<file path="config.mk">
export PLATFORM = sky130hd
export DESIGN_NAME = pcm_mac
export DESIGN_NICKNAME = d
export VERILOG_FILES = /design/src/sv/pcm_pkg.sv /design/src/sv/pcm_mac.sv
export SDC_FILE = /design/constraint.sdc
export NUM_CORES = 1
export LEC_CHECK = 0
export BUFFER_PORTS_ARGS = -buffer_cell sky130_fd_sc_hd__buf_2
export CORE_MARGIN = 1.5
export CORE_UTILIZATION = 45
export CTS_BUF_LIST = sky130_fd_sc_hd__clkbuf_4
export CTS_CLUSTER_DIAMETER = 30
export DETAILED_ROUTE_END_ITERATION = 12
export PLACE_DENSITY = 0.62
export SYNTH_ARGS = -nofsm -noshare
export SYNTH_HDL_FRONTEND = slang
export SYNTH_SLANG_ARGS = --single-unit
</file>
<file path="constraint.sdc">
create_clock -name clock -period 6.3 [get_ports clock]
set_clock_uncertainty 0.1 [all_clocks]
set_input_delay 0.63 -clock clock [delete_from_list [all_inputs] [get_ports clock]]
set_output_delay 0.63 -clock clock [all_outputs]
set_load 0.005 [all_outputs]
</file>
<file path="src/sv/pcm_pkg.sv">
// ----------------------------------------------------------------------------
// pcm_pkg
// shared widths, register map and pipeline tag type of the polynomial
// coefficient multiplier
// ----------------------------------------------------------------------------
`default_nettype none

package pcm_pkg;

   localparam int unsigned MAX_DEGREE_DEFAULT = 255;
   localparam int unsigned COEF_WIDTH_DEFAULT = 16;

   localparam int unsigned DEGREE_W   = 8;
   localparam int unsigned INDEX_W    = 9;
   localparam int unsigned PROD_W     = 40;
   localparam int unsigned WIDE_W     = 64;
   localparam int unsigned RSP_DATA_W = 56;

   localparam int unsigned CSR_ADDR_W = 3;
   localparam int unsigned CSR_DATA_W = 32;
   localparam int unsigned CSR_SEL_W  = CSR_ADDR_W - 2;

   localparam logic [CSR_SEL_W-1:0] REG_DEGREE = CSR_SEL_W'(0);

   typedef struct packed {
      logic vld;
      logic first;
      logic last;
   } mac_tag_type;

endpackage

`default_nettype wire

</file>
<file path="src/sv/pcm_mac.sv">
// ----------------------------------------------------------------------------
// pcm_mac
// registered multiplier followed by a 40-bit accumulator
// ----------------------------------------------------------------------------
`default_nettype none

module pcm_mac #(
   parameter int unsigned COEF_WIDTH = 16
) (
   input  logic                            clock,
   input  logic                            reset,
   input  pcm_pkg::mac_tag_type            tag,
   input  logic signed [COEF_WIDTH-1:0]    op_a,
   input  logic signed [COEF_WIDTH-1:0]    op_b,
   output logic signed [pcm_pkg::PROD_W-1:0] acc,
   output logic                            done
);

   import pcm_pkg::*;

   mac_tag_type                   tag2_ff;
   logic signed [2*COEF_WIDTH-1:0] prod_ff;
   logic signed [2*COEF_WIDTH-1:0] prod_in;
   logic signed [WIDE_W-1:0]       prod_wide;
   logic signed [PROD_W-1:0]       acc_ff;
   logic signed [PROD_W-1:0]       acc_in;
   logic                           done_ff;

   assign prod_in   = op_a * op_b;
   assign prod_wide = WIDE_W'(prod_ff);

   always_comb begin
      acc_in = acc_ff;
      if (tag2_ff.vld) begin
         if (tag2_ff.first) begin
            acc_in = prod_wide[PROD_W-1:0];
         end else begin
            acc_in = acc_ff + prod_wide[PROD_W-1:0];
         end
      end
   end

   always_ff @(posedge clock) begin
      prod_ff <= prod_in;
      acc_ff  <= acc_in;
   end

   always_ff @(posedge clock) begin
      if (reset) begin
         tag2_ff <= '0;
         done_ff <= 1'b0;
      end else begin
         tag2_ff <= tag;
         done_ff <= tag2_ff.vld && tag2_ff.last;
      end
   end

   assign acc  = acc_ff;
   assign done = done_ff;

endmodule

`default_nettype wire

</file>
Word-level counts from Yosys, hierarchy flattened. Cells that the tools add are included.

Add/subtract/negate cells: 1. Multiply operators: 1. Divide/modulo/power cells: 0. Magnitude comparators: 0. Equality and inequality tests: 0. Shift-type cells: 0. Multiplexer cells: 1. Bitwise gates (word level): 0. Reductions and logical operators: 1.

Operators by type and width (number): 40-bit adder (1); 40-bit 2-to-1 mux (1); 16-bit by 16-bit multiplier with 32-bit output (1); 1-bit logical AND (1).

Register bits after elaboration: 76. Bits in latches: 0. Bits in writable memories: 0. Memory bits (read-only): 0. Input bits: 37. Output and inout port bits: 41. Memories kept: 0.

Depth between registers and ports, before layout.
Depth after elaboration: 2. Depth in mapped cells: 24.

Worst setup path before layout. OpenSTA, ideal clock, no wires.

Path kind: input to register. Start point: input op_a[15]. End point: register prod_ff[30]. Library setup time: 118 ps. Arrival: 6054 ps. Slack: 28 ps. Cell stages on the path: 20. Buffers on the path: 1. Path through: clkbuf_1 > nand2_1 > inv_1 > fa_1 > fa_1 > fa_1 > fa_1 > fa_1 > inv_1 > fa_1 > inv_1 > ha_1 > nand3_1 > nor2_1 > nand3_1 > o31ai_1 > a2111oi_0 > o21bai_1 > a21oi_1 > xnor2_1.

Cells in the longest elaborated chain, start to end: 1.

RTL lines: from (decl) (line pcm_mac.sv:13) `input logic signed [COEF_WIDTH-1:0] op_a,`; 16-bit by 16-bit multiplier with 32-bit output (line pcm_mac.sv:29) `assign prod_in = op_a * op_b;`; named net prod_in[30] (line pcm_mac.sv:23) `logic signed [2*COEF_WIDTH-1:0] prod_in;`; to (signal assigned) (line pcm_mac.sv:44) `prod_ff <= prod_in;`; to (decl) (line pcm_mac.sv:22) `logic signed [2*COEF_WIDTH-1:0] prod_ff;`.

The timed path passes the listed nets, and every way through them passes these cells. A chain may end at the register's enable or synchronous reset.

Worst setup path in the final report.
Start point: input op_b[1]. End point: register prod_ff[30].

Cells in the longest elaborated chain, start to end: 1.

RTL lines: from (decl) (line pcm_mac.sv:14) `input logic signed [COEF_WIDTH-1:0] op_b,`; 16-bit by 16-bit multiplier with 32-bit output (line pcm_mac.sv:29); named net prod_in[30] (line pcm_mac.sv:23).

The timed path passes the listed nets, and every way through them passes these cells.

==> flow_summary.yaml <==
run_status:
  status: "finished clean"
route:
  vias_per_cell: 5.017
  drc: 0
  wl_um: 31250
  first_pass_iters: 5
  drtIter0Drc: 577
  ant_nets: 0
  num_vias: 10180
  wl_per_cell_um: 15.40
clock_network:
  cts.sinks: 76
  postCtsSetupRepairBufs: 0
  cts-buffers-inserted: 9
  cts_max_path_buffers: 2
  cts-root-buf: "clkbuf_4"
  clk_latency_ns: 0.42
  clk_pin_slew_ns: 0.11
  cts_tree: "done"
  h-tree-depth: 3
place:
  dp_hpwl_um: 27200
  place_inst: 2012
  port_buffers: 77
  pre_cts_ws_ns: -0.1514
  gp_congestion: 0.8664
worst_setup_path:
  rrSetupSlack_ns: 2.80
  worstSetupPathType: "input port to register"
  crit_path_max_fanout: 10
  r2r-end: "acc[27]"
  cp.arrival_ns: 6.22
  r2r_start: "acc[8]"
  crit_path_end_kind: "register"
  r2r_cells: 10
  crit_required_ns: 6.55
  start_kind: "input port"
grt:
  gr-total-overflow: 0
  antenna_found_initial: 1
  grt_pass1_vias: 10810
  grt_use_total_pct: 20.14
  grt_max_degree: 71
  grt_pass1_wl_um: 53530
synth:
  ys_ff_latch: 76
  yosysTopAreaCellShare_pct: 37.55
  syn_nets: 1910
  synth-simple-area-share_pct: 13.79
  ys_warn_count: 0
  seq_area_frac_synth_pct: 13.71
  synth_top_family_by_area: "adder cells"
  synthFlopType: "edfxtp_1"
  synthAdderAreaFrac_pct: 48.34
  synth_cell_types: 59
  synth_xor_area_share_pct: 4.435
  synth_top_cells_by_area: "fa_1 (38%), ha_1 (11%), edfxtp_1 (8.6%)"
  muxShareOfSynthArea_pct: 0.3034
  synth-async-reset-ratio_pct: 0
  synth_top_area_cell: "fa_1"
  synth_edf_count: 40
  synth_compound_area_share_pct: 10.38
  syn_area_um2: 14020
  syn-instance-count: 1489
  avgSynthCellArea_um2: 9.417
cells_and_area:
  instances_no_fill: 2029
  fill_cells: 2877
  drive_gt1_share_pct: 12.68
  area_growth_pct: 12.01
  fin_nets: 2048
  final_util_pct: 51.21
worst_hold_path:
  min_to: "tag2_ff[2]"
  min_path_cells: 2
  min_from: "reset"
  hold_class: "input port to register"
timing:
  hold_viol: 0
  rsz0062_at_grt: "false"
  max_slew_margin_pct: 30.76
  fmax_ghz: 0.1676
  timing.final.ws_setup_ns: 0.3327
  final_max_slew_viol_count: 0
  finalSetupViolCount: 0
  final.min_clock_period_ns: 5.967
  min_period_over_period_pct: 94.72
  tightest_slew_ns: 1.039
floorplanning:
  io_pins: 78
  die_height_um: 179.5
  fp.dieW_um: 179.5
  coreArea_um2: 30670
  start_util_pct: 45.72
  fp-row-count: 64
  dieArea_um2: 32230
job:
  max_cap_violations: 0
area by class of cell:
type | instances | area, µm² | share of cell area [%]
antenna | 1 | 2.502 | 0.01593
clock buffer | 10 | 75.07 | 0.4780
clock inverter | 6 | 87.58 | 0.5576
inverter | 290 | 1089 | 6.931
multi-input combinational | 1075 | 10850 | 69.08
sequential | 76 | 1924 | 12.25
tap | 396 | 495.5 | 3.155
timing repair buffer | 175 | 1184 | 7.536
cell families after synthesis:
logic type / after synthesis
compound gates: 220
xor+xnor: 71
fa+ha+maj: 384
buf+inv: 338
flops: 76
mux: 4
simple gates: 396
metal layers:
metal | track usage [%] | part of all wire (%)
met5 | 0 | 0
met4 | 3.633 | 1.2
met3 | 1.925 | 4.5
met2 | 31.86 | 43
met1 | 30.33 | 51
stage by stage:
step	hold slack [ns]	instance area (µm²)	setup TNS [ns]
global placement	0.2974	15520	-0.1966
finish	0.2985	15710	0
CTS	0.2725	15690	0
detailed placement	0.3225	15520	-0.5239
global route	0.2761	15710	0
floorplan	0.2952	14020	0
cells in the final DEF (no fill, tap or decap), drive strengths merged, types with 36 or more instances in the layout:
cell and n:
fa 263, buf 175, dfxtp 36, o21ai 58, edfxtp 40, a21oi 49, ha 121, xnor2 45
inv 291, nand2 178, and2 127
worst max path at each step:
stage / from / to / slack, ns
floorplan: op_a[15] / prod_ff[30] / 0.03
global placement: op_b[1] / prod_ff[30] / -0.09
detailed placement: op_b[4] / prod_ff[30] / -0.15
CTS: op_b[4] / prod_ff[30] / 0.31
global route: op_b[4] / prod_ff[30] / 0.003
finish: op_b[1] / prod_ff[30] / 0.33
critical path, stage by stage:
cell	delay (ns)
buf_2	0.18
nand2_1	0.12
inv_1	0.08
buf_4	0.14
fa_1	0.48
inv_1	0.06
fa_1	0.47
fa_1	0.55
inv_1	0.05
fa_1	0.49
fa_1	0.49
inv_1	0.05
fa_1	0.47
inv_1	0.04
ha_1	0.32
a21oi_1	0.15
o21ai_0	0.10
a221oi_1	0.32
o31ai_1	0.18
a2111oi_1	0.41
o21bai_1	0.13
a21oi_1	0.18
xnor2_1	0.13
sequential cells by signal, indices dropped and copies added (netlist names):
name     count
done         1
acc         40
prod_ff     32
tag2_ff      3
synthesized netlist by cell type, types with 2 or more instances:
cell type	count
xor2_1	26
edfxtp_1	40
inv_1	290
nor3_1	10
dfxtp_1	36
nor2b_1	8
nor2_1	35
ha_1	121
nand3_1	8
xnor2_1	45
nand4_1	2
o21ai_0	55
a211oi_1	8
o211a_1	2
a21o_1	30
o21a_1	6
mux2i_1	2
o21ai_1	3
and4_1	2
a2111oi_0	3
o21bai_1	9
clkbuf_1	48
and2_1	127
a22oi_1	3
fa_1	263
a221oi_1	2
a21oi_1	48
nand2_1	178
or4_1	2
a31o_2	3
o211ai_1	9
a31oi_1	12
a221o_1	3
nand2b_1	11
mux2_2	2
o31ai_1	6
and3_1	9
timing repair:
| action | in CTS | in global routing |
|---|---|---|
| endpoints found under the setup margin | 0 | 2 |
| resized for setup | 0 | 5 |
| hold buffers | 0 | 0 |
Power is not shown: default switching activity piles up to over one toggle a cycle in this logic, so the estimate is an artifact.
