[config.mk]
export PLATFORM = sky130hd
export DESIGN_NAME = pcm_ctrl
export DESIGN_NICKNAME = d
export VERILOG_FILES = /design/src/sv/pcm_pkg.sv /design/src/sv/pcm_ctrl.sv
export SDC_FILE = /design/constraint.sdc
export NUM_CORES = 1
export LEC_CHECK = 0
export BUFFER_PORTS_ARGS = -buffer_cell sky130_fd_sc_hd__buf_4
export CORE_MARGIN = 4
export CORE_UTILIZATION = 55
export CTS_BUF_LIST = sky130_fd_sc_hd__clkbuf_8
export DETAILED_ROUTE_END_ITERATION = 7
export PLACE_DENSITY = 0.85
export SYNTH_ARGS = -nofsm -noshare
export SYNTH_HDL_FRONTEND = slang
export SYNTH_SLANG_ARGS = --single-unit
[constraint.sdc]
create_clock -name clock -period 9.9 [get_ports clock]
set_input_delay 0 -clock clock [delete_from_list [all_inputs] [get_ports clock]]
set_output_delay 0 -clock clock [all_outputs]
set_load 0.05 [all_outputs]
[src/sv/pcm_pkg.sv]
// ----------------------------------------------------------------------------
// pcm_pkg
// shared widths, register map and pipeline tag type of the polynomial
// coefficient multiplier
// ----------------------------------------------------------------------------
`default_nettype none

package pcm_pkg;

   localparam int unsigned MAX_DEGREE_DEFAULT = 255;
   localparam int unsigned COEF_WIDTH_DEFAULT = 16;

   localparam int unsigned DEGREE_W   = 8;
   localparam int unsigned INDEX_W    = 9;
   localparam int unsigned PROD_W     = 40;
   localparam int unsigned WIDE_W     = 64;
   localparam int unsigned RSP_DATA_W = 56;

   localparam int unsigned CSR_ADDR_W = 3;
   localparam int unsigned CSR_DATA_W = 32;
   localparam int unsigned CSR_SEL_W  = CSR_ADDR_W - 2;

   localparam logic [CSR_SEL_W-1:0] REG_DEGREE = CSR_SEL_W'(0);

   typedef struct packed {
      logic vld;
      logic first;
      logic last;
   } mac_tag_type;

endpackage

`default_nettype wire

[src/sv/pcm_ctrl.sv]
// ----------------------------------------------------------------------------
// pcm_ctrl
// item sequencer: stores the operands, walks the convolution terms and
// hands the finished sum to the output register
// ----------------------------------------------------------------------------
`default_nettype none

module pcm_ctrl #(
   parameter int unsigned ADDR_W = 8
) (
   input  logic                            clock,
   input  logic                            reset,
   input  logic [pcm_pkg::DEGREE_W-1:0]    degree_n,
   input  logic                            cfg_wr,
   input  logic                            in_valid,
   output logic                            in_ready,
   input  logic                            out_free,
   input  logic                            mac_done,
   output logic                            wr_en,
   output logic [ADDR_W-1:0]               wr_addr,
   output logic [ADDR_W-1:0]               rd_addr_a,
   output logic [ADDR_W-1:0]               rd_addr_b,
   output pcm_pkg::mac_tag_type            tag,
   output logic                            load_out,
   output logic [pcm_pkg::INDEX_W-1:0]     coef_index,
   output logic                            last_coef
);

   import pcm_pkg::*;

   localparam logic [1:0] ST_IDLE = 2'd0;
   localparam logic [1:0] ST_RUN  = 2'd1;
   localparam logic [1:0] ST_WAIT = 2'd2;
   localparam logic [1:0] ST_HOLD = 2'd3;

   logic [1:0]          state_ff, state_in;
   logic [INDEX_W-1:0]  index_ff, index_in;
   logic [INDEX_W-1:0]  k_ff, k_in;
   logic                last_ff, last_in;
   logic [DEGREE_W-1:0] i_ff, i_in;
   logic [DEGREE_W-1:0] hi_ff, hi_in;
   logic                first_ff, first_in;
   mac_tag_type         tag_ff, tag_in;

   logic                accept;
   logic [INDEX_W-1:0]  n9;
   logic [INDEX_W-1:0]  two_n;
   logic [INDEX_W-1:0]  k_cur;
   logic [INDEX_W-1:0]  diff;
   logic                end_term;

   assign n9       = INDEX_W'(degree_n);
   assign two_n    = {degree_n, 1'b0};
   assign accept   = in_valid && (state_ff == ST_IDLE);
   assign k_cur    = (index_ff > two_n) ? '0 : index_ff;
   assign diff     = k_ff - INDEX_W'(i_ff);
   assign end_term = (i_ff == hi_ff);

   assign in_ready  = (state_ff == ST_IDLE);
   assign wr_en     = accept && (k_cur <= n9);
   assign wr_addr   = ADDR_W'(k_cur);
   assign rd_addr_a = ADDR_W'(i_ff);
   assign rd_addr_b = ADDR_W'(diff);
   assign load_out  = (state_ff == ST_HOLD) && out_free;

   always_comb begin
      state_in = state_ff;
      index_in = index_ff;
      k_in     = k_ff;
      last_in  = last_ff;
      i_in     = i_ff;
      hi_in    = hi_ff;
      first_in = first_ff;
      tag_in   = '0;
      unique case (state_ff)
         ST_IDLE: begin
            if (accept) begin
               state_in = ST_RUN;
               k_in     = k_cur;
               last_in  = (k_cur == two_n);
               index_in = (k_cur == two_n) ? '0 : k_cur + INDEX_W'(1);
               i_in     = (k_cur > n9) ? DEGREE_W'(k_cur - n9) : '0;
               hi_in    = (k_cur < n9) ? DEGREE_W'(k_cur) : degree_n;
               first_in = 1'b1;
            end
         end
         ST_RUN: begin
            tag_in.vld   = 1'b1;
            tag_in.first = first_ff;
            tag_in.last  = end_term;
            first_in     = 1'b0;
            if (end_term) begin
               state_in = ST_WAIT;
            end else begin
               i_in = i_ff + DEGREE_W'(1);
            end
         end
         ST_WAIT: begin
            if (mac_done) begin
               state_in = ST_HOLD;
            end
         end
         ST_HOLD: begin
            if (out_free) begin
               state_in = ST_IDLE;
            end
         end
         default: begin
            state_in = ST_IDLE;
         end
      endcase
      if (cfg_wr) begin
         index_in = '0;
      end
   end

   always_ff @(posedge clock) begin
      if (reset) begin
         state_ff <= ST_IDLE;
         index_ff <= '0;
         tag_ff   <= '0;
      end else begin
         state_ff <= state_in;
         index_ff <= index_in;
         tag_ff   <= tag_in;
      end
   end

   always_ff @(posedge clock) begin
      k_ff     <= k_in;
      last_ff  <= last_in;
      i_ff     <= i_in;
      hi_ff    <= hi_in;
      first_ff <= first_in;
   end

   assign tag        = tag_ff;
   assign coef_index = k_ff;
   assign last_coef  = last_ff;

endmodule

`default_nettype wire

# Yosys cells after proc, flatten, opt, wreduce, memory -nomap -nowiden
# Index checks and enable logic that the tools add are counted.
# word_totals
mem_count,0
rom_bits,0
latch_bits,0
ff_bits,41
input_bits,14
ramBits,0
word_cells,55
# classes
div,0
bitwise_logic,1
eq_ne,10
multipliers,0
mux,15
n_reduce_logical,11
addsub,4
shifts,0
n_lt_le_gt_ge,4
# ops
cell,count
$mux 8,4
$mux 9,2
$pmux 8 s2,1
$sub 8x8->8,2
$add 9x1->9 const B,1
$eq 9x9->1,1
$gt 9x8->1,1
$gt 9x9->1,1
$le 9x8->1,1
$lt 9x8->1,1
$add 8x1->8 const B,1
$eq 8x8->1,1
$mux 2,4
$ne 2x2->1 const B,4
$pmux 2 s4,1
$eq 2x2->1 const B,2
$reduce_and 2->1,2
$reduce_and 4->1,1
$reduce_or 2->1,2
$logic_and 1x1->1,3
$mux 3,1
$reduce_and 3->1,1
$eq 2x1->1 const B,1
$logic_not 2->1,1
5 further kinds,5

# Logic depth before layout (Yosys ltp)
# Gate-level depths: netlist (run 1).
# logic_depth
ltp_word,6
depth_mapped,19

# Least setup slack after synthesis (run 1)
# OpenSTA, ideal clock, no wires.
# synth_timing
path_type,register to output
from,register index_ff[2]
to,output port wr_en
stages_incl_launch_ff,15
path_buffers,2
slack_ns,6.121
t_arrival_ns,3.779
required_time_ns,9.900
path_cell_list,dfxtp_1 ha_1 nor2b_1 o211ai_1 nand3b_4 nand2_4 clkbuf_1 and2_1 ha_1 a21oi_1 nor2_1 or3_4 or2_1 buf_6 a21oi_1
# synth_via
elab_chain_len,4
# synth_rtl
item,line,source
start: declaration,pcm_ctrl.sv:37,"logic [INDEX_W-1:0] index_ff, index_in;"
start signal: assignment,pcm_ctrl.sv:124,index_ff <= index_in;
$gt 9x9->1,pcm_ctrl.sv:55,assign k_cur = (index_ff > two_n) ? '0 : index_ff;
$mux 9,pcm_ctrl.sv:55,
named net k_cur[6],pcm_ctrl.sv:48,logic [INDEX_W-1:0] k_cur;
$le 9x8->1,pcm_ctrl.sv:60,assign wr_en = accept && (k_cur <= n9);
$logic_and 1x1->1,pcm_ctrl.sv:60,
end: declaration,pcm_ctrl.sv:19,"output logic wr_en,"
# The timed path passes the listed nets, and every way through them passes these cells.

# Final worst setup path (run 1)
# layout_timing
from,register index_ff[8]
to,output port wr_en
# layout_via
elab_chain_len,4
# layout_rtl
item,line
$gt 9x9->1,pcm_ctrl.sv:55
$mux 9 (*),pcm_ctrl.sv:55
$le 9x8->1 (*),pcm_ctrl.sv:60
$logic_and 1x1->1 (*),pcm_ctrl.sv:60
# Every way passes the cells marked *; elsewhere a longest branch is shown, timed or not.

==> summary.md, run 1 <==
| Metric | Value |
|---|---|
| Wl on met1 | `3.124 mm` |
| Die area | `0.007064 sq mm` |
| Area leader, netlist | `edfxtp_1` |
| PD cells | `287.4 mW/mm^2` |
| Post-CTS resize count | `0` |
| Startpoint types | `register` |
| CTS clock-pin slew for the worst setup and hold paths | `0.07 ns` |
| Crit path required time | `9.90 ns` |
| Finished Cell Area | `0.003665 sq mm` |
| Synth cell types | `57` |
| Gpl congestion | `0.9663` |
| Total of warnings raised by yosys | `0` |
| Wirelength per Cell | `16.80 microns` |
| HP Start | `degree_n[5]` |
| Sequential share of the synthesized area | `34.30%` |
| Status | `completed` |
| Final TNS setup | `0 ns` |
| Mapped Nets | `381` |
| Crit path max fanout | `10` |
| DR DRC count | `0` |
| Reg2Reg Launch Point | `index_ff[8]` |
| Top cells by count, synth | `33 x inv_1, 29 x ha_1, 27 x edfxtp_1, 23 x a21oi_1` |
| Ys async rst share | `0%` |
| CTS root buf | `clkbuf_8` |
| Worst setup startpoint | `index_ff[8]` |
| Worst R2R End | `hi_ff[6]` |
| R2R depth | `13` |
| First-pass iteration count of the detailed router | `5` |
| Grt ovf | `0` |
| TritonCTS clock tree | `done` |
| Netlist Area Pre-Place | `0.003181 sq mm` |
| Pins over their slew limit | `0` |
| Max cap viols | `0` |
| Diode count | `0` |
| Final Skew | `0.005852 ns` |
| Post-synth EDFFs | `27` |
| Max transition margin | `58.36%` |
| Peak Freq | `238.6 MHz` |
| Core area | `0.005574 sq mm` |
| Clock Sinks | `41` |
| I/O Pins | `54` |
| Vias | `2703` |
| First-pass GRT wire length | `12.60 mm` |
| Synth top area cells | `edfxtp_1 25%, ha_1 11%, dfxtp_1 8.8%` |
| HPWL Detailed | `6.081 mm` |
| Hold_buf cts | `1` |
| Die height | `84.05 microns` |
| Worst path arrival time | `4.19 ns` |
| Top sig layer | `met4` |
| NetSw | `555.6 uW` |
| Row Count | `27` |
| Internal Power | `497.8 uW` |
| Register-to-Register Setup Slack | `5.79 ns` |
| Largest net degree at the start of global routing | `22` |
| Cell with the most instances after synthesis | `inv_1` |
| Switching share of power | `52.74%` |
| Worst hold path type | `primary input to register` |
| Share of the synthesized area in the top cell type | `25.49%` |
| Hold Path Cell Cnt | `2` |
| Worst vdd ir | `0.2525 mV` |
| Vias in the first global route | `2731` |
| Drt total wl | `7.612 mm` |
| Worst-Margin Slew | `0.6245 ns` |
| Unrepaired setup endpoints after global routing | `false` |
| Cts bufs inserted | `5` |
| Routed vias/inst | `5.967` |
| Area post-placement | `0.003571 sq mm` |
| Initial antenna violation count | `0` |
| CTS max path bufs | `2` |
| LEAKAGE | `0.001626 uW` |
| Final setup viols | `0` |
| Final worst-path cycle share | `42.33%` |
| First DRT Iteration DRCs | `205` |
| Fin. Hold Viols | `0` |
| Kind of critical path | `register to primary output` |
| Post-synth top flop | `edfxtp_1` |
| CP Capture Type | `primary output` |
| Share of layout cells above drive strength 1 | `20.21%` |
| Postcts setup bufs | `0` |
| IO Port Bufs | `53` |
| Clk pwr share | `9.9%` |
| Total power draw | `1053 uW` |
| Logic pwr share | `63.2%` |
| Sequential power share | `26.9%` |
| P&R area growth vs syn | `15.22%` |
| Post-Place Cells | `444` |
| Min-Delay Endpoint | `hi_ff[5]` |
| Mapped Cells | `336` |
| Clk Latency, worst-skew pair | `0.29 ns` |
| Nets@finish | `425` |
| Die W | `84.05 microns` |
| DR WL met3 | `509 microns` |
| GRT Total Usage | `21.92%` |
| Syn_area_per_cell | `9.466 sq um` |
| Met2 WL | `3.844 mm` |
| CTS H-tree depth | `2` |
| Minimum clock period | `4.190 ns` |
| Synth Register Bits | `41` |
| Post-DRT Antenna Nets | `0` |
| Post-route insts no fill | `453` |
| Initial Utilization | `57.06%` |
[area by class of cell]
cell class,count,area (sq um)
Sequential cell,41,1091
Fill cell,476,1909
Inverter,33,123.9
Clock buffer,5,68.82
Tap cell,72,90.09
Multi-Input combinational cell,244,1861
Timing Repair Buffer,55,415.4
Clock inverter,3,15.01
[sequential cells by signal (all words and copies together), names as in the netlist]
signal,flops
coef_index,9
index_ff,9
hi_ff,8
rd_addr_a,8
tag,3
state_ff,2
first_ff,1
last_coef,1
[how the worst max path moves through the flow]
stage | end | slack (ns)
2_1_floorplan | wr_en | 6.12
3_3_place_gp | hi_ff[1] | 5.96
3_5_place_dp | hi_ff[6] | 5.82
4_1_cts | wr_en | 5.75
5_1_grt | wr_en | 5.38
6_report | wr_en | 5.71
[critical path: stages, from the launching register on]
cell	delay, ns
dfxtp_1	0.46
ha_1	0.30
a21oi_1	0.22
o21ai_0	0.16
nand3b_4	0.24
a21oi_1	0.54
ha_1	0.37
a21o_1	0.16
a21o_1	0.23
a31oi_1	0.24
a21oi_1	0.12
or2_1	0.41
a21oi_1	0.23
buf_4	0.23
[cells in the final DEF (no fill, tap or decap), types with 3 or more instances in the layout]
cell        n
a31oi_1     4
a2bb2oi_1   4
or3_1       3
o22ai_1     7
a21oi_1    23
dfxtp_1    14
nor2_1     16
xor2_1     15
nor4_1      3
nand3_1    17
nand2_1    17
mux2i_1     3
mux2_4      7
nor2b_1     3
and2_1      5
ha_1       29
o21ai_0    10
buf_4      54
inv_1      34
nand3b_1    3
edfxtp_1   27
nand4_1     5
and3_1      3
clkbuf_8    5
a21o_1      8
nor3_1      6
a211oi_1    3
xnor2_1    16
[power by group through the flow]
stage / sequential [uW] / combinational, uW / clock (uW)
after floorplan: 377 / 390 / 0
after global placement: 285 / 651 / 0
after detailed placement: 287 / 666 / 0
after CTS: 283 / 668 / 107
after global routing: 290 / 709 / 116
final: 283 / 666 / 104
[cells by family (layout without fill, tap and decap cells)]
family,after synthesis,count (layout),synth area share (%)
XOR/XNOR,31,31,8.537
AO/OA/AOI/OAI,78,78,16.13
adder cells (fa/ha/maj),31,31,12.67
AND/OR/NAND/NOR,93,93,16.56
multiplexers,11,11,4.603
flip-flops,41,41,34.30
buffers and inverters,51,96,7.199
[through the flow]
step | hold slack (ns) | util, % | setup WS, ns
after detailed placement | 0.2340 | 64.06 | 5.824
final | 0.01751 | 65.75 | 5.710
after global routing | 0.004865 | 65.75 | 5.384
after global placement | 0.2243 | 64.06 | 5.965
after floorplan | 0.07238 | - | 6.121
after CTS | 0.01124 | 65.75 | 5.749
[routing by layer]
layer | global-route usage, % | vias up
met5 | 0 | -
met2 | 39.81 | 114
li1 | - | 1299
met1 | 26.53 | 1272
met3 | 3.455 | 18
met4 | 6.140 | 0
No activity file was read; power rests on OpenSTA's default activity.
==> inputs of run 2 (changes only) <==
- ABC_AREA: not set -> 1
- CORE_UTILIZATION: 55 -> 53
- PLACE_DENSITY: 0.85 -> 0.86
- clock period: 9.9 -> 3.8 ns (I/O delays scaled with it)
==> run 2 against run 1 <==
Against the previous run:
- sequential power rose to 2.6 times the previous value
- sequential share of layout area shrank 0.77 points
- global-route usage down 1.2 points
- clock-buffer cell count unchanged
- non-clock buffer count up 5
- final cell count up 14%
- largest power group unchanged
==> summary.md, run 2 <==
| Metric | Value |
|---|---|
| Status | `completed` |
| Post-synth EDFFs | `27 (unchanged)` |
| Minimum clock period | `3.466 ns` |
| IO Port Bufs | `53 (unchanged)` |
| FILL cells | `488 (+2.5%)` |
| Synth cell types | `39 (-32%)` |
| Worst hold path type | `primary input to register` |
| Internal Power | `1329 uW (+170%)` |
| Die area | `0.007364 sq mm (+4.3%)` |
| Reg2Reg Launch Point | `index_ff[1]` |
| Fin. Hold Viols | `0 (unchanged)` |
| Gpl congestion | `0.9668 (about the same)` |
| Final hold slack | `0.02034 ns (+0.002832 ns)` |
| HPWL Detailed | `5.774 mm (-5.0%)` |
| Final Skew | `0.004500 ns (-0.001352 ns)` |
| CP Capture Type | `primary output` |
| Drt total wl | `7.271 mm (-4.5%)` |
| Row Count | `28 (+3.7%)` |
| PD cells | `739.8 mW/mm^2 (+160%)` |
| Initial antenna violation count | `0 (unchanged)` |
| Share of the synthesized area in the top cell type | `25.26% (-0.23 points)` |
| Crit path max fanout | `17 (+7)` |
| Syn_area_per_cell | `8.250 sq um (-13%)` |
| Wirelength per Cell | `14.04 microns (-16%)` |
| Worst vdd ir | `0.8240 mV (+230%)` |
| Unrepaired setup endpoints after global routing | `false` |
| Vias | `2701 (-0.074%)` |
| Sequential power share | `26.1% (-0.8 points)` |
| CTS H-tree depth | `2 (unchanged)` |
| Area leader, netlist | `edfxtp_1` |
| Vias in the first global route | `2667 (-2.3%)` |
| Worst-Margin Slew | `0.5714 ns (-0.05312 ns)` |
| Synth Register Bits | `41 (unchanged)` |
| Total of warnings raised by yosys | `0 (unchanged)` |
| Clock Sinks | `41 (unchanged)` |
| Diode count | `0 (unchanged)` |
| First DRT Iteration DRCs | `136 (-34%)` |
| Core area | `0.005886 sq mm (+5.6%)` |
| Top cells by count, synth | `70 x nand2_1, 57 x inv_1, 29 x ha_1, 28 x a21oi_1, 27 x edfxtp_1` |
| TritonCTS clock tree | `done` |
| Initial Utilization | `54.53% (-2.5 points)` |
| Mapped Cells | `389 (+16%)` |
| Logic pwr share | `61.6% (-1.6 points)` |
| GRT Total Usage | `20.77% (-1.2 points)` |
| Most frequent cells in the layout | `70 x nand2_1, 58 x buf_4, 57 x inv_1` |
| Ys async rst share | `0% (unchanged)` |
| CTS max path bufs | `2 (unchanged)` |
| I/O Pins | `54 (unchanged)` |
| Grt ovf | `0 (unchanged)` |
| Peak Freq | `288.5 MHz` |
| Cell with the most instances after synthesis | `nand2_1` |
| CTS clock-pin slew for the worst setup and hold paths | `0.08 ns (about the same)` |
| Worst setup startpoint | `degree_n[6]` |
| Share of layout cells above drive strength 1 | `24.60% (+4.4 points)` |
| Max transition margin | `61.85% (+3.5 points)` |
| Cts bufs inserted | `5 (unchanged)` |
| NetSw | `1457 uW (+160%)` |
| Final TNS setup | `0 ns (unchanged)` |
| Clk Latency, worst-skew pair | `0.29 ns (about the same)` |
| Register area | `0.001092 sq mm (+0.11%)` |
| DR DRC count | `0 (unchanged)` |
| LEAKAGE | `0.001812 uW (+11%)` |
| Area of the multi-input gates | `0.001793 sq mm (-3.6%)` |
| Worst path arrival time | `3.47 ns (-0.72 ns)` |
| Synth top area cells | `edfxtp_1 25%, ha_1 11%, dfxtp_1 8.7%` |
| Post-synth top flop | `edfxtp_1` |
| Kind of critical path | `primary input to primary output` |
| Post-route insts no fill | `518 (+14%)` |
| Largest net degree at the start of global routing | `28 (+27%)` |
| HP Start | `degree_n[1]` |
| Final worst-path cycle share | `91.21%` |
| Die W | `85.82 microns (+2.1%)` |
| Routed vias/inst | `5.214 (-13%)` |
| Finished Cell Area | `0.003766 sq mm (+2.8%)` |
| Switching share of power | `52.30% (-0.44 points)` |
| Post-Place Cells | `503 (+13%)` |
| Clk pwr share | `12.3% (+2.4 points)` |
| Pins over their slew limit | `0 (unchanged)` |
| Max cap viols | `0 (unchanged)` |
| Area post-placement | `0.003591 sq mm (+0.56%)` |
| Startpoint types | `primary input` |
| Sequential share of the synthesized area | `34.00% (-0.31 points)` |
| Post-DRT Antenna Nets | `0 (unchanged)` |
| First-pass iteration count of the detailed router | `4 (-1)` |
| Nets@finish | `487 (+15%)` |
| CTS root buf | `clkbuf_8` |
| Mapped Nets | `434 (+14%)` |
| Crit path required time | `3.80 ns (-6.10 ns)` |
| First-pass GRT wire length | `12.26 mm (-2.7%)` |
| Die height | `85.82 microns (+2.1%)` |
| Netlist Area Pre-Place | `0.003209 sq mm (+0.90%)` |
| Final setup viols | `0 (unchanged)` |
| P&R area growth vs syn | `17.35%` |
| Commonest non-fill, non-tap cell in the layout | `nand2_1` |
==> run 2: metrics by stage <==
step | setup slack (ns) | power [uW] | utilization, %
2_1_floorplan | 0.6233 | 1984 | -
3_3_place_gp | 0.5992 | 2413 | 61.01
3_5_place_dp | 0.4869 | 2465 | 61.01
4_1_cts | 0.1509 | 2806 | 63.01
5_1_grt | 0.03901 | 2954 | 63.99
6_report | 0.3341 | 2786 | 63.99
==> run 2: worst paths after layout <==
kind | end | slack (ns) | depth (start not counted)
max | wr_en | 0.33 | 23
min | hi_ff[1] | 0.02 | 3
max reg2reg | rd_addr_a[6] | 0.60 | 20
min reg2reg | index_ff[1] | 0.51 | 2
==> run 2: cell families (layout without fill, tap and decap cells) <==
logic type      count (synthesis)  count (layout)  synth area share, %
compound gates                 62              62                11.54
flops                          41              41                34.00
xor+xnor                       22              22                6.004
buf+inv                        73             127                10.41
fa+ha+maj                      31              31                12.55
simple gates                  160             160                25.50
==> run 2: repair_timing <==
action	4_1_cts	5_1_grt
hold buffers	1	1
endpoints found under the setup margin	0	1
setup buffers	0	5
gates resized for setup	0	3
hold endpoints to repair	5	1
==> run 2: power by group through the flow <==
stage | Clock [uW] | Combinational [uW] | Sequential, uW
4_1_cts | 347 | 1730 | 729
2_1_floorplan | 0 | 1010 | 969
3_5_place_dp | 0 | 1720 | 740
6_report | 342 | 1720 | 727
3_3_place_gp | 0 | 1680 | 730
5_1_grt | 370 | 1840 | 747
==> run 2: cell type report <==
class                      count  share of cell area (%)
multi-input combinational    275                   47.61
clock inverter                 3                   1.030
sequential                    41                   29.00
inverter                      59                   5.947
clock buffer                   5                   1.827
tap                           75                   2.492
timing repair buffer          60                   12.09
==> run 2: worst max-delay path, stage by stage <==
cell           delay [ns]
dlygate4sd3_1        0.54
buf_4                0.14
inv_1                0.12
ha_1                 0.27
nand2_1              0.09
nor2_1               0.05
nor2_1               0.12
nand2_2              0.11
nand2_8              0.12
nand2_1              0.12
inv_2                0.15
ha_1                 0.27
a21o_1               0.19
a21oi_1              0.17
nor2_1               0.09
nand3_2              0.09
nand2_2              0.08
nand3_4              0.10
nand2_8              0.12
nand2_4              0.14
inv_4                0.06
nor2_1               0.10
buf_4                0.22
==> run 2: layer usage <==
layer  vias to the layer above  GRT usage, %  wire length [microns]
li1                       1381             -                      -
met1                      1236         26.00                   3042
met2                        70         35.24                   3651
met3                        14         3.170                    392
met4                         0         9.496                    184
met5                         -             0                      0
==> inputs of run 3 (changes only) <==
- CELL_PAD_IN_SITES_DETAIL_PLACEMENT: not set -> 1
- CELL_PAD_IN_SITES_GLOBAL_PLACEMENT: not set -> 2
- CORE_UTILIZATION: 53 -> 31
- PLACE_DENSITY: 0.86 -> 0.85
==> run 3 against run 2 <==
Against the previous run:
- clock skew up 0.0033 ns
- first-iteration DRC count down 35%
- via count up 0.96%
- utilization down 25 points
- global-route usage down 5.5 points
- combinational power about the same
- critical endpoint unchanged
- largest power group unchanged
==> summary.md, run 3 (same netlist as run 2, synthesis figures left out) <==
| Metric | Value |
|---|---|
| Commonest non-fill, non-tap cell in the layout | `nand2_1` |
| GRT Total Usage | `15.25% (-5.5 points)` |
| CTS H-tree depth | `2 (unchanged)` |
| Register-to-Register Setup Slack | `0.58 ns (-0.02 ns)` |
| Kind of critical path | `register to primary output` |
| Crit path required time | `3.80 ns (about the same)` |
| Worst hold path type | `primary input to register` |
| Drt total wl | `8.785 mm (+21%)` |
| PD cells | `750.8 mW/mm^2 (+1.5%)` |
| Nets@finish | `486 (-0.21%)` |
| Initial Utilization | `32.39% (-22 points)` |
| CP cell instances | `ha_1 > a21o_1 > nor2_1 > nand2_2 > nand2_4 > nand2_1 > inv_2 > ha_1 > a21o_1 > a21oi_1 > nor2_1 > nand3_2 > nand2_2 > nand3_4 > nand2_8 > nand2_4 > inv_4 > nor2_1 > buf_6` |
| Final Skew | `0.007837 ns (+0.003337 ns)` |
| CP Capture Type | `primary output` |
| LEAKAGE | `0.001822 uW (+0.53%)` |
| Most frequent cells in the layout | `70 x nand2_1, 56 x inv_1, 56 x buf_4` |
| Largest net degree at the start of global routing | `28 (unchanged)` |
| First DRT Iteration DRCs | `88 (-35%)` |
| CTS root buf | `clkbuf_8` |
| Post-route core utilization | `39.00% (-25 points)` |
| Crit path max fanout | `17 (unchanged)` |
| Clk Latency, worst-skew pair | `0.30 ns (about the same)` |
| DR DRC count | `0 (unchanged)` |
| Core area | `0.009910 sq mm (+68%)` |
| IO Port Bufs | `53 (unchanged)` |
| Total power draw | `2902 uW (+4.2%)` |
| I/O Pins | `54 (unchanged)` |
| Cts bufs inserted | `5 (unchanged)` |
| Pins over their slew limit | `0 (unchanged)` |
| Final worst slack | `0.2987 ns (-0.03535 ns)` |
| Clock Sinks | `41 (unchanged)` |
| CP max stage cell | `dfxtp_1` |
| Diode count | `0 (unchanged)` |
| Worst vdd ir | `0.4811 mV (-42%)` |
| Final hold slack | `0.01985 ns (-0.0004904 ns)` |
| Max transition margin | `59.26% (-2.6 points)` |
| Initial antenna violation count | `0 (unchanged)` |
| Minimum clock period | `3.501 ns (+0.03535 ns)` |
| Routed vias/inst | `4.743 (-9.0%)` |
| Row Count | `36 (+29%)` |
| HPWL Detailed | `7.130 mm (+23%)` |
| Vias in the first global route | `2764 (+3.6%)` |
| FILL cells | `1225 (+150%)` |
| Wirelength per Cell | `15.28 microns (+8.8%)` |
| First-pass GRT wire length | `14.26 mm (+16%)` |
| Fin. Hold Viols | `0 (unchanged)` |
| Die W | `109.8 microns (+28%)` |
| P&R area growth vs syn | `20.43%` |
| First-pass iteration count of the detailed router | `4 (unchanged)` |
| Worst path arrival time | `3.50 ns (+0.03 ns)` |
| Die area | `0.01205 sq mm (+64%)` |
| Final TNS setup | `0 ns (unchanged)` |
| Grt ovf | `0 (unchanged)` |
| Die height | `109.8 microns (+28%)` |
| Worst-Margin Slew | `0.6103 ns (+0.03883 ns)` |
| Peak Freq | `285.6 MHz (-1.0%)` |
| Max cap viols | `0 (unchanged)` |
| CTS max path bufs | `2 (unchanged)` |
| CTS clock-pin slew for the worst setup and hold paths | `0.08 ns (about the same)` |
| Final worst-path cycle share | `92.14% (+0.93 points)` |
| CP max stage delay | `0.42 ns (-0.12 ns)` |
| Final setup viols | `0 (unchanged)` |
| TritonCTS clock tree | `done` |
| Gpl congestion | `0.8667 (-10%)` |
| Pre-CTS setup slack | `0.4144 ns (-0.07252 ns)` |
| Share of layout cells above drive strength 1 | `25.11% (+0.51 points)` |
| Startpoint types | `register` |
| Status | `completed` |
| Vias | `2727 (+0.96%)` |
| Post-DRT Antenna Nets | `0 (unchanged)` |
| Most common cell type on the critical path | `nor2_1` |
run 3: repair_timing:
action	CTS	global route
hold buffers	2	0
gates resized for setup	0	6
buffers inserted	0	4
endpoints found under the setup margin	0	1
endpoints found under the hold margin	6	0
run 3: worst paths after layout:
check,start,end,cells past startpoint
setup / recovery,index_ff[8],wr_en,19
setup reg to reg,index_ff[8],rd_addr_a[4],19
hold reg to reg,index_ff[5],index_ff[5],2
hold / removal,degree_n[2],hi_ff[2],3
run 3: metrics by stage:
stage / cells / area [sq um]
after floorplan: 389 / 3209
after detailed placement: 561 / 3664
after global routing: 575 / 3865
final: 575 / 3865
after global placement: 561 / 3664
after CTS: 571 / 3821
run 3: metal layers:
metal	up-vias	wire (microns)	share of wire [%]	global-route usage (%)
met1	1296	4228	48	20.24
met2	44	4195	48	26.20
met5	-	0	0	0
li1	1381	-	-	-
met3	6	293	3.3	2.525
met4	0	67	0.76	2.939
run 3: layout make-up:
class / instances / area, sq um / share of cell area, %
clock buffer: 5 / 68.82 / 1.781
clock inverter: 3 / 68.82 / 1.781
inverter: 59 / 224.0 / 5.795
multi-input combinational: 275 / 1790 / 46.33
sequential: 41 / 1095 / 28.33
tap: 133 / 166.4 / 4.306
timing repair buffer: 59 / 451.7 / 11.69
run 3: power breakdown:
| group | switching, uW | internal [uW] | leakage, uW | total (uW) |
|---|---|---|---|---|
| clock network | 168 | 265 | 0.0000687 | 433 |
| logic | 1220 | 518 | 0.00137 | 1740 |
| registers | 112 | 621 | 0.000380 | 733 |
run 3: worst max-delay path, delay by kind of cell (launching register included):
kind	cells	cell delay [ns]
simple gates	11	1.29
buf+inv	3	0.39
flops	1	0.42
compound gates	3	0.55
fa+ha+maj	2	0.57
